<file path="src/design/tsq_pkg.sv">
// Shared types and constants for the eight-way touch stick quantizer.
// No dependencies; imported by touch_stick_eight_way_quantizer.
`default_nettype none

package tsq_pkg;

  // request codes on the tuser side channel
  localparam logic [1:0] REQ_BEGIN   = 2'd0;
  localparam logic [1:0] REQ_MOVE    = 2'd1;
  localparam logic [1:0] REQ_RELEASE = 2'd2;

  // configuration register indexes
  localparam logic [1:0] CFG_CENTER_X = 2'd0;
  localparam logic [1:0] CFG_CENTER_Y = 2'd1;
  localparam logic [1:0] CFG_RADIUS   = 2'd2;

  localparam logic [10:0] RADIUS_RESET = 11'd64;

  // tan(22.5 deg) as 27146/65536
  localparam logic [14:0] CUT_NUM = 15'd27146;
  // floor(m*12/100) == (m * 3 * 5243) >> 17 for every 11-bit m
  localparam logic [14:0] DZ_RECIP = 15'd15729;
  localparam int unsigned DZ_SHIFT = 17;
  localparam logic [7:0]  DZ_MIN   = 8'd10;
  localparam logic [11:0] REACH_PAD = 12'd24;

  // last step of each sequencer phase
  localparam logic [4:0] MUL_LAST  = 5'd12;
  localparam logic [4:0] ROOT_LAST = 5'd20;
  localparam logic [4:0] DIV_LAST  = 5'd12;

  typedef enum logic [5:0] {
    ST_IDLE = 6'b000001,
    ST_MUL  = 6'b000010,
    ST_ROOT = 6'b000100,
    ST_DIVX = 6'b001000,
    ST_DIVY = 6'b010000,
    ST_DONE = 6'b100000
  } state_t;

endpackage

`default_nettype wire

</file>
<file path="src/design/touch_stick_eight_way_quantizer.sv">
// Begin, release and unclamped moves go from input accept through the multiply
// phase to result valid; a move clamped to the pad circle also runs a 21-step
// square root and two divides on one shared compare/subtract unit.
// One item in flight; s_tready rises as the result is registered, so a new item
// is not taken before the result of the last one has been registered.
// Reset (rst, synchronous) clears origin and centers, radius 64. Depends on tsq_pkg.
`default_nettype none

module touch_stick_eight_way_quantizer (
  input  wire logic        clk,
  input  wire logic        rst,
  input  wire logic        cfg_wr,
  input  wire logic [1:0]  cfg_addr,
  input  wire logic [11:0] cfg_data,
  input  wire logic        s_tvalid,
  output logic             s_tready,
  input  wire logic [23:0] s_tdata,   // touch_x[11:0], touch_y[23:12]
  input  wire logic [1:0]  s_tuser,   // req_type[1:0]
  output logic             m_tvalid,
  input  wire logic        m_tready,
  // knob_x[13:0], knob_y[27:14], press_up[28], press_down[29], press_left[30],
  // press_right[31], touch_in_reach[32], zero fill[39:33]
  output logic [39:0]      m_tdata
);
  import tsq_pkg::*;

  state_t      state;
  logic [4:0]  cnt;

  logic [11:0] center_x, center_y;
  logic [10:0] radius;
  logic [11:0] origin_x, origin_y;

  logic [1:0]  req;
  logic [11:0] tx, ty;

  // arithmetic registers
  logic [26:0] p;
  logic [25:0] d2, e2;
  logic        clamp, nodz, reach;
  logic [7:0]  dz;
  logic [26:0] hx, vy;
  logic [22:0] numx, numy;
  logic [41:0] vsh;
  logic [21:0] rem;
  logic [20:0] root;
  logic [11:0] dsh, qx;

  // output register
  logic [13:0] knob_x, knob_y;
  logic        press_up, press_down, press_left, press_right, touch_in_reach;

  // combinational operands
  logic [12:0] dx_s, dy_s, rx_s, ry_s;
  logic [11:0] ax, ay, rx, ry;
  logic        dx_neg, dy_neg;
  logic [10:0] m;
  logic [11:0] r_pad, r_half3, reach_r;
  logic [12:0] r3;
  logic [11:0] mul_a;
  logic [14:0] mul_b;
  logic [23:0] sub_a, sub_b;
  logic [24:0] sub_d;
  logic        sub_ge;
  logic [32:0] n_load;
  logic [7:0]  dz_raw;
  logic [13:0] cx14, cy14, kx_n, ky_n;
  logic        horiz, vert, active;
  logic        up_n, down_n, left_n, right_n;

  assign dx_s   = {1'b0, tx} - {1'b0, origin_x};
  assign dy_s   = {1'b0, ty} - {1'b0, origin_y};
  assign rx_s   = {1'b0, tx} - {1'b0, center_x};
  assign ry_s   = {1'b0, ty} - {1'b0, center_y};
  assign dx_neg = dx_s[12];
  assign dy_neg = dy_s[12];
  assign ax     = dx_s[12] ? (~dx_s[11:0] + 12'd1) : dx_s[11:0];
  assign ay     = dy_s[12] ? (~dy_s[11:0] + 12'd1) : dy_s[11:0];
  assign rx     = rx_s[12] ? (~rx_s[11:0] + 12'd1) : rx_s[11:0];
  assign ry     = ry_s[12] ? (~ry_s[11:0] + 12'd1) : ry_s[11:0];

  assign m       = (radius == 11'd0) ? 11'd1 : radius;
  assign r_pad   = {1'b0, radius} + REACH_PAD;
  assign r3      = {2'b0, radius} + {1'b0, radius, 1'b0};
  assign r_half3 = r3[12:1];
  assign reach_r = (r_pad > r_half3) ? r_pad : r_half3;
  assign dz_raw  = p[DZ_SHIFT+7:DZ_SHIFT];

  // multiplier operand select, one product per step
  always_comb begin
    mul_a = '0;
    mul_b = '0;
    if (state == ST_MUL) begin
      unique case (cnt)
        5'd0:    begin mul_a = ax;             mul_b = {3'b0, ax}; end
        5'd1:    begin mul_a = ay;             mul_b = {3'b0, ay}; end
        5'd2:    begin mul_a = rx;             mul_b = {3'b0, rx}; end
        5'd3:    begin mul_a = ry;             mul_b = {3'b0, ry}; end
        5'd4:    begin mul_a = reach_r;        mul_b = {3'b0, reach_r}; end
        5'd5:    begin mul_a = {1'b0, m};      mul_b = {4'b0, m}; end
        5'd6:    begin mul_a = {1'b0, m};      mul_b = DZ_RECIP; end
        5'd7:    begin mul_a = ax;             mul_b = CUT_NUM; end
        5'd8:    begin mul_a = {4'b0, dz};     mul_b = {7'b0, dz}; end
        5'd9:    begin mul_a = ay;             mul_b = CUT_NUM; end
        5'd10:   begin mul_a = ax;             mul_b = {4'b0, m}; end
        5'd11:   begin mul_a = ay;             mul_b = {4'b0, m}; end
        default: begin mul_a = '0;             mul_b = '0; end
      endcase
    end
  end

  // shared compare/subtract for square root and divide steps
  always_comb begin
    sub_a = '0;
    sub_b = '0;
    if (state == ST_ROOT) begin
      sub_a = {rem, vsh[41:40]};
      sub_b = {1'b0, root, 2'b01};
    end else if (state == ST_DIVX || state == ST_DIVY) begin
      sub_a = {1'b0, rem, dsh[11]};
      sub_b = {2'b0, root, 1'b0};
    end
  end

  assign sub_d  = {1'b0, sub_a} - {1'b0, sub_b};
  assign sub_ge = ~sub_d[24];
  assign n_load = {1'b0, (state == ST_DIVX) ? numx : numy, 9'b0} + {12'b0, root};

  // result assembly
  assign cx14 = {2'b0, center_x};
  assign cy14 = {2'b0, center_y};

  always_comb begin
    kx_n = cx14;
    ky_n = cy14;
    if (req == REQ_MOVE) begin
      if (clamp) begin
        kx_n = dx_neg ? (cx14 - {2'b0, qx}) : (cx14 + {2'b0, qx});
        ky_n = dy_neg ? (cy14 - {2'b0, dsh}) : (cy14 + {2'b0, dsh});
      end else begin
        kx_n = cx14 + {dx_s[12], dx_s};
        ky_n = cy14 + {dy_s[12], dy_s};
      end
    end
  end

  always_comb begin
    horiz = 1'b0;
    vert  = 1'b0;
    priority if (ax == 12'd0) begin
      vert = 1'b1;
    end else if ({ay, 16'b0} <= {1'b0, hx}) begin
      horiz = 1'b1;
    end else if ({1'b0, vy} >= {ax, 16'b0}) begin
      vert = 1'b1;
    end else begin
      horiz = 1'b1;
      vert  = 1'b1;
    end
  end

  assign active  = (req == REQ_MOVE) && !nodz;
  assign right_n = active && horiz && !dx_neg && (ax != 12'd0);
  assign left_n  = active && horiz && !(!dx_neg && (ax != 12'd0));
  assign up_n    = active && vert && dy_neg;
  assign down_n  = active && vert && !dy_neg;

  assign s_tready = (state == ST_IDLE);
  assign m_tdata  = {7'b0, touch_in_reach, press_right, press_left, press_down, press_up,
                     knob_y, knob_x};

  // datapath registers
  always_ff @(posedge clk) begin
    p <= {15'b0, mul_a} * {12'b0, mul_b};
    if (s_tvalid && s_tready) begin
      req <= s_tuser;
      tx  <= s_tdata[11:0];
      ty  <= s_tdata[23:12];
    end
    unique case (state)
      ST_MUL: begin
        unique case (cnt)
          5'd1:    d2 <= p[25:0];
          5'd2:    d2 <= d2 + p[25:0];
          5'd3:    e2 <= p[25:0];
          5'd4:    e2 <= e2 + p[25:0];
          5'd5:    reach <= (e2 <= {2'b0, p[23:0]});
          5'd6:    clamp <= (d2 > {4'b0, p[21:0]});
          5'd7:    dz <= (dz_raw < DZ_MIN) ? DZ_MIN : dz_raw;
          5'd8:    hx <= p;
          5'd9:    nodz <= (d2 < {10'b0, p[15:0]});
          5'd10:   vy <= p;
          5'd11:   numx <= p[22:0];
          5'd12:   numy <= p[22:0];
          default: ;
        endcase
        if (cnt == MUL_LAST) begin
          vsh  <= {d2, 16'b0};
          rem  <= '0;
          root <= '0;
        end
      end
      ST_ROOT: begin
        rem  <= sub_ge ? sub_d[21:0] : sub_a[21:0];
        root <= {root[19:0], sub_ge};
        vsh  <= {vsh[39:0], 2'b0};
      end
      ST_DIVX, ST_DIVY: begin
        if (cnt == 5'd0) begin
          // hold the x quotient before the y divide reuses the shift register
          if (state == ST_DIVY) qx <= dsh;
          rem <= {1'b0, n_load[32:12]};
          dsh <= n_load[11:0];
        end else begin
          rem <= sub_ge ? sub_d[21:0] : sub_a[21:0];
          dsh <= {dsh[10:0], sub_ge};
        end
      end
      default: ;
    endcase
    if (state == ST_DONE && (!m_tvalid || m_tready)) begin
      knob_x         <= kx_n;
      knob_y         <= ky_n;
      press_up       <= up_n;
      press_down     <= down_n;
      press_left     <= left_n;
      press_right    <= right_n;
      touch_in_reach <= reach;
    end
  end

  // control, configuration and drag origin
  always_ff @(posedge clk) begin
    if (rst) begin
      state    <= ST_IDLE;
      cnt      <= '0;
      m_tvalid <= 1'b0;
      center_x <= '0;
      center_y <= '0;
      radius   <= RADIUS_RESET;
      origin_x <= '0;
      origin_y <= '0;
    end else begin
      if (cfg_wr) begin
        unique case (cfg_addr)
          CFG_CENTER_X: center_x <= cfg_data;
          CFG_CENTER_Y: center_y <= cfg_data;
          CFG_RADIUS:   radius   <= cfg_data[10:0];
          default:      ;
        endcase
      end
      if (m_tvalid && m_tready && state != ST_DONE) m_tvalid <= 1'b0;
      unique case (state)
        ST_IDLE: begin
          if (s_tvalid) begin
            unique case (s_tuser)
              REQ_BEGIN: begin
                origin_x <= s_tdata[11:0];
                origin_y <= s_tdata[23:12];
              end
              REQ_MOVE: ;
              default: begin
                origin_x <= center_x;
                origin_y <= center_y;
              end
            endcase
            cnt   <= '0;
            state <= ST_MUL;
          end
        end
        ST_MUL: begin
          if (cnt == MUL_LAST) begin
            cnt   <= '0;
            state <= (req == REQ_MOVE && clamp) ? ST_ROOT : ST_DONE;
          end else begin
            cnt <= cnt + 5'd1;
          end
        end
        ST_ROOT: begin
          if (cnt == ROOT_LAST) begin
            cnt   <= '0;
            state <= ST_DIVX;
          end else begin
            cnt <= cnt + 5'd1;
          end
        end
        ST_DIVX: begin
          if (cnt == DIV_LAST) begin
            cnt   <= '0;
            state <= ST_DIVY;
          end else begin
            cnt <= cnt + 5'd1;
          end
        end
        ST_DIVY: begin
          if (cnt == DIV_LAST) begin
            cnt   <= '0;
            state <= ST_DONE;
          end else begin
            cnt <= cnt + 5'd1;
          end
        end
        ST_DONE: begin
          // advance once the output register is free
          if (!m_tvalid || m_tready) begin
            m_tvalid <= 1'b1;
            state    <= ST_IDLE;
          end
        end
        default: state <= ST_IDLE;
      endcase
    end
  end

endmodule

`default_nettype wire
</file>
<file path="config.mk">
export PLATFORM = sky130hd
export DESIGN_NAME = touch_stick_eight_way_quantizer
export DESIGN_NICKNAME = d
export VERILOG_FILES = /design/src/design/tsq_pkg.sv /design/src/design/touch_stick_eight_way_quantizer.sv
export SDC_FILE = /design/constraint.sdc
export NUM_CORES = 2
export LEC_CHECK = 0
export CAP_MARGIN = 30
export CORE_ASPECT_RATIO = 0.9
export CORE_UTILIZATION = 51
export CTS_BUF_LIST = sky130_fd_sc_hd__clkbuf_8
export CTS_CLUSTER_SIZE = 20
export DETAILED_ROUTE_END_ITERATION = 8
export DONT_BUFFER_PORTS = 1
export GPL_ROUTABILITY_DRIVEN = 0
export PLACE_DENSITY = 0.69
export SYNTH_ARGS = -nofsm -noshare
export SYNTH_HDL_FRONTEND = slang
export SYNTH_SLANG_ARGS = --single-unit
export TNS_END_PERCENT = 1
</file>
<file path="constraint.sdc">
create_clock -name clk -period 10.7 [get_ports clk]
set_input_delay 1.07 -clock clk [delete_from_list [all_inputs] [get_ports clk]]
set_output_delay 1.07 -clock clk [all_outputs]
set_load 0.1 [all_outputs]
</file>
==> summary.txt <==
Run status
  – Outcome: finished, final reports clean

Die
  – Die W: 282 µm
  – Initial Utilization: 0.520
  – FP Rows: 91
  – Core ar.: about 69000 µm²
  – Die area: a little over 70000 µm²
  – Die height: 254 µm
  – # IOs: between 80 and 90

STA
  – Hold Fails Final Rpt: 0
  – Final setup fails: 0
  – Min Tclk post-route: 10.08 ns
  – Max Fclk: 99.2 MHz
  – RSZ-0062 raised after global routing: false
  – Slew Limit Headroom: 0.357
  – Fin. max-slew vios: 0
  – Fin crit share: 0.942
  – Least-Margin Pin Slew: 0.964 ns
  – Clk_skew: between 0.04 and 0.05 ns
  – Setup TNS: 0 ns

Logic synthesis
  – Avg Cell Area, Syn: 9.03 µm²
  – EDFF count, synth: 315
  – Synthesized flop and latch total: approximately 410
  – Post-Syn Area: 35900 µm²
  – Netlist cell types: 95
  – Area leader, netlist: edfxtp_1
  – Synth top area share: 0.263
  – Synth area leaders: edfxtp_1, ha_1, fa_1
  – Synth async-reset ratio: 0
  – Post-synthesis instance total: between 3000 and 4000
  – Synth top cells by count: nand2_1, inv_1, ha_1
  – Most frequent cell after synthesis: nand2_1
  – Ys flop type: edfxtp_1
  – Yosys warns: 0
  – Register area share after synthesis: 0.318

Final layout
  – Final core utilization: 0.561
  – Design Area, Final: 38700 µm²
  – Multi-input logic area: 22400 µm²
  – Share of cells above drive strength 1: 0.0612
  – Fillers: 6244
  – Register Area: 11400 µm²
  – Layout net count: 4558
  – P&R area growth vs syn: 7.79%

CTS
  – CTS tree: built
  – CTS root buf: clkbuf_8
  – Sink Count: 413
  – CTS Buf Count: 75
  – Clock slew at reported path FFs: 0.07 ns
  – Cts-stage hold buffer count: 0
  – H-tree depth: 3
  – Worst skew pair latency: 0.70 ns
  – Longest Clk Path Bufs: 3

Placed design
  – Final HPWL DP: 78.4 mm
  – Port-buffer cells: 0
  – Cell Area, Placed: 37200 µm²

Drt
  – DRC: 0
  – First drt pass iteration count: 6
  – Initial drt markers: between 3000 and 4000
  – Total Wirelength: slightly above 100 mm
  – DR vias/cell: 5.96
  – Vias: 29700
  – WL/cell: 20.6 µm
  – Post-DRT Antenna Nets: 0

Worst setup path
  – Critical path type: reg2reg
  – Slowest cell on the critical path: fa_1
  – CP startpoint kind: flop
  – Crit path required time: 11.29 ns
  – Reg2reg end: p[25]
  – CP arrival: 10.67 ns
  – R2r startpoint: radius[0]
  – Cell count of the worst reg-to-reg path: 40
  – CP max FO: 9
  – Worst reg2reg setup slack: 0.62 ns
  – Critical path capture point type: flop
  – Critical path's top delay family: adder cells
  – Levels on crit path: 40
  – Worst Path Buf+Inv: 6
  – CP max stage delay: 0.54 ns
  – CP dominant cell by count: fa_1

Global route
  – Largest net degree at the start of global routing: between 70 and 80
  – Total congestion overflow: 0
  – First-pass GRT wire length: about 160 mm
  – Vias in the first global route: between 20000 and 30000
  – Global-route usage over all layers: 0.290
  – Antenna violations before repair: 3

Worst hold path
  – Hold Crit Class: in2reg
  – Worst Hold Endpoint: center_x[4]
  – Hold path startpoint: rst
  – Hold Path Cell Cnt: 1

Run
  – Max Cap Viol: 0

Power and ir drop
  – PD cells: 121 nW/µm²
  – Overall power: 4690 µW
  – P_leak: 0.0166 µW
  – Worst VDD drop: 0.0770 mV
==> where the power goes <==
part | leakage, µW | total, µW | internal (µW) | switching, µW
combinational | 0.0119 | 1410 | 499 | 908
sequential | 0.00388 | 1800 | 1750 | 43.2
clock | 0.000821 | 1490 | 773 | 714
total | 0.0166 | 4690 | 3020 | 1660
==> worst register-to-register path, delay by kind of cell (launching register included) <==
| kind | cells | cell delay [ns] |
|---|---|---|
| fa+ha+maj | 9 | 3.69 |
| compound gates | 16 | 3.53 |
| simple gates | 7 | 1.46 |
| buf+inv | 6 | 0.59 |
| flops | 1 | 0.36 |
| xor+xnor | 2 | 0.36 |
==> through the flow <==
stage               hold WS [ns]  cells  setup slack [ns]
global placement           0.481   4835             0.316
floorplan                  0.400   3987             0.538
global route               0.421   4981            0.0350
CTS                        0.409   4977            0.0673
detailed placement         0.488   4842             0.152
finish                     0.442   4983             0.618
==> cell type report <==
cell class,instances,area share
diodes,3,0.000194
clock buffers,84,0.0298
clock inverters,51,0.00756
inverters,423,0.0410
multi-input cells,2999,0.578
flip-flops and latches,413,0.295
well taps,930,0.0300
repair buffers,80,0.0182
==> what timing repair did <==
action / in CTS / in global routing
buffers inserted: 0 / 1
hold endpoints to repair: 0 / 0
endpoints found under the setup margin: 0 / 2
resized for setup: 0 / 13
==> routing by layer <==
metal,part of all wire,track usage
met5,0,0
met4,0.034,0.0935
met3,0.098,0.0587
met2,0.42,0.425
met1,0.45,0.425
==> flip-flops by register name, summed over array words and instances, names as in the netlist, 8 cells and up <==
name,cells
hx,27
p,27
vy,27
d2,26
e2,26
vsh,26
numx,23
numy,23
rem,22
root,21
knob_x,14
knob_y,14
center_x,12
center_y,12
dsh,12
origin_x,12
origin_y,12
qx,12
tx,12
ty,12
radius,11
dz,8
==> placed cells by master (no fill, tap or decap), drive strengths merged, types with 85 or more instances in the layout <==
| cell | n |
|---|---|
| inv | 448 |
| nand2 | 436 |
| ha | 376 |
| edfxtp | 315 |
| nor2 | 308 |
| a21oi | 253 |
| o21ai | 226 |
| xnor2 | 151 |
| fa | 145 |
| dfxtp | 98 |
| clkbuf | 85 |
==> cells by family after synthesis <==
logic type | count (synthesis) | share of synthesized area
buf+inv | 575 | 0.0629
other cells | 1 | 0.000104
mux | 66 | 0.0185
fa+ha+maj | 521 | 0.212
compound gates | 955 | 0.173
simple gates | 1228 | 0.162
flops | 413 | 0.318
xor+xnor | 222 | 0.0541
==> worst max-delay path by stage <==
| stage | from | endpoint | slack (ns) |
|---|---|---|---|
| finish | radius[0] | p[25] | 0.62 |
| global route | radius[1] | p[25] | 0.03 |
| CTS | radius[0] | p[25] | 0.07 |
| detailed placement | radius[0] | p[25] | 0.15 |
| global placement | radius[1] | p[25] | 0.32 |
| floorplan | radius[1] | p[25] | 0.54 |
No activity file was read; power rests on OpenSTA's default activity.
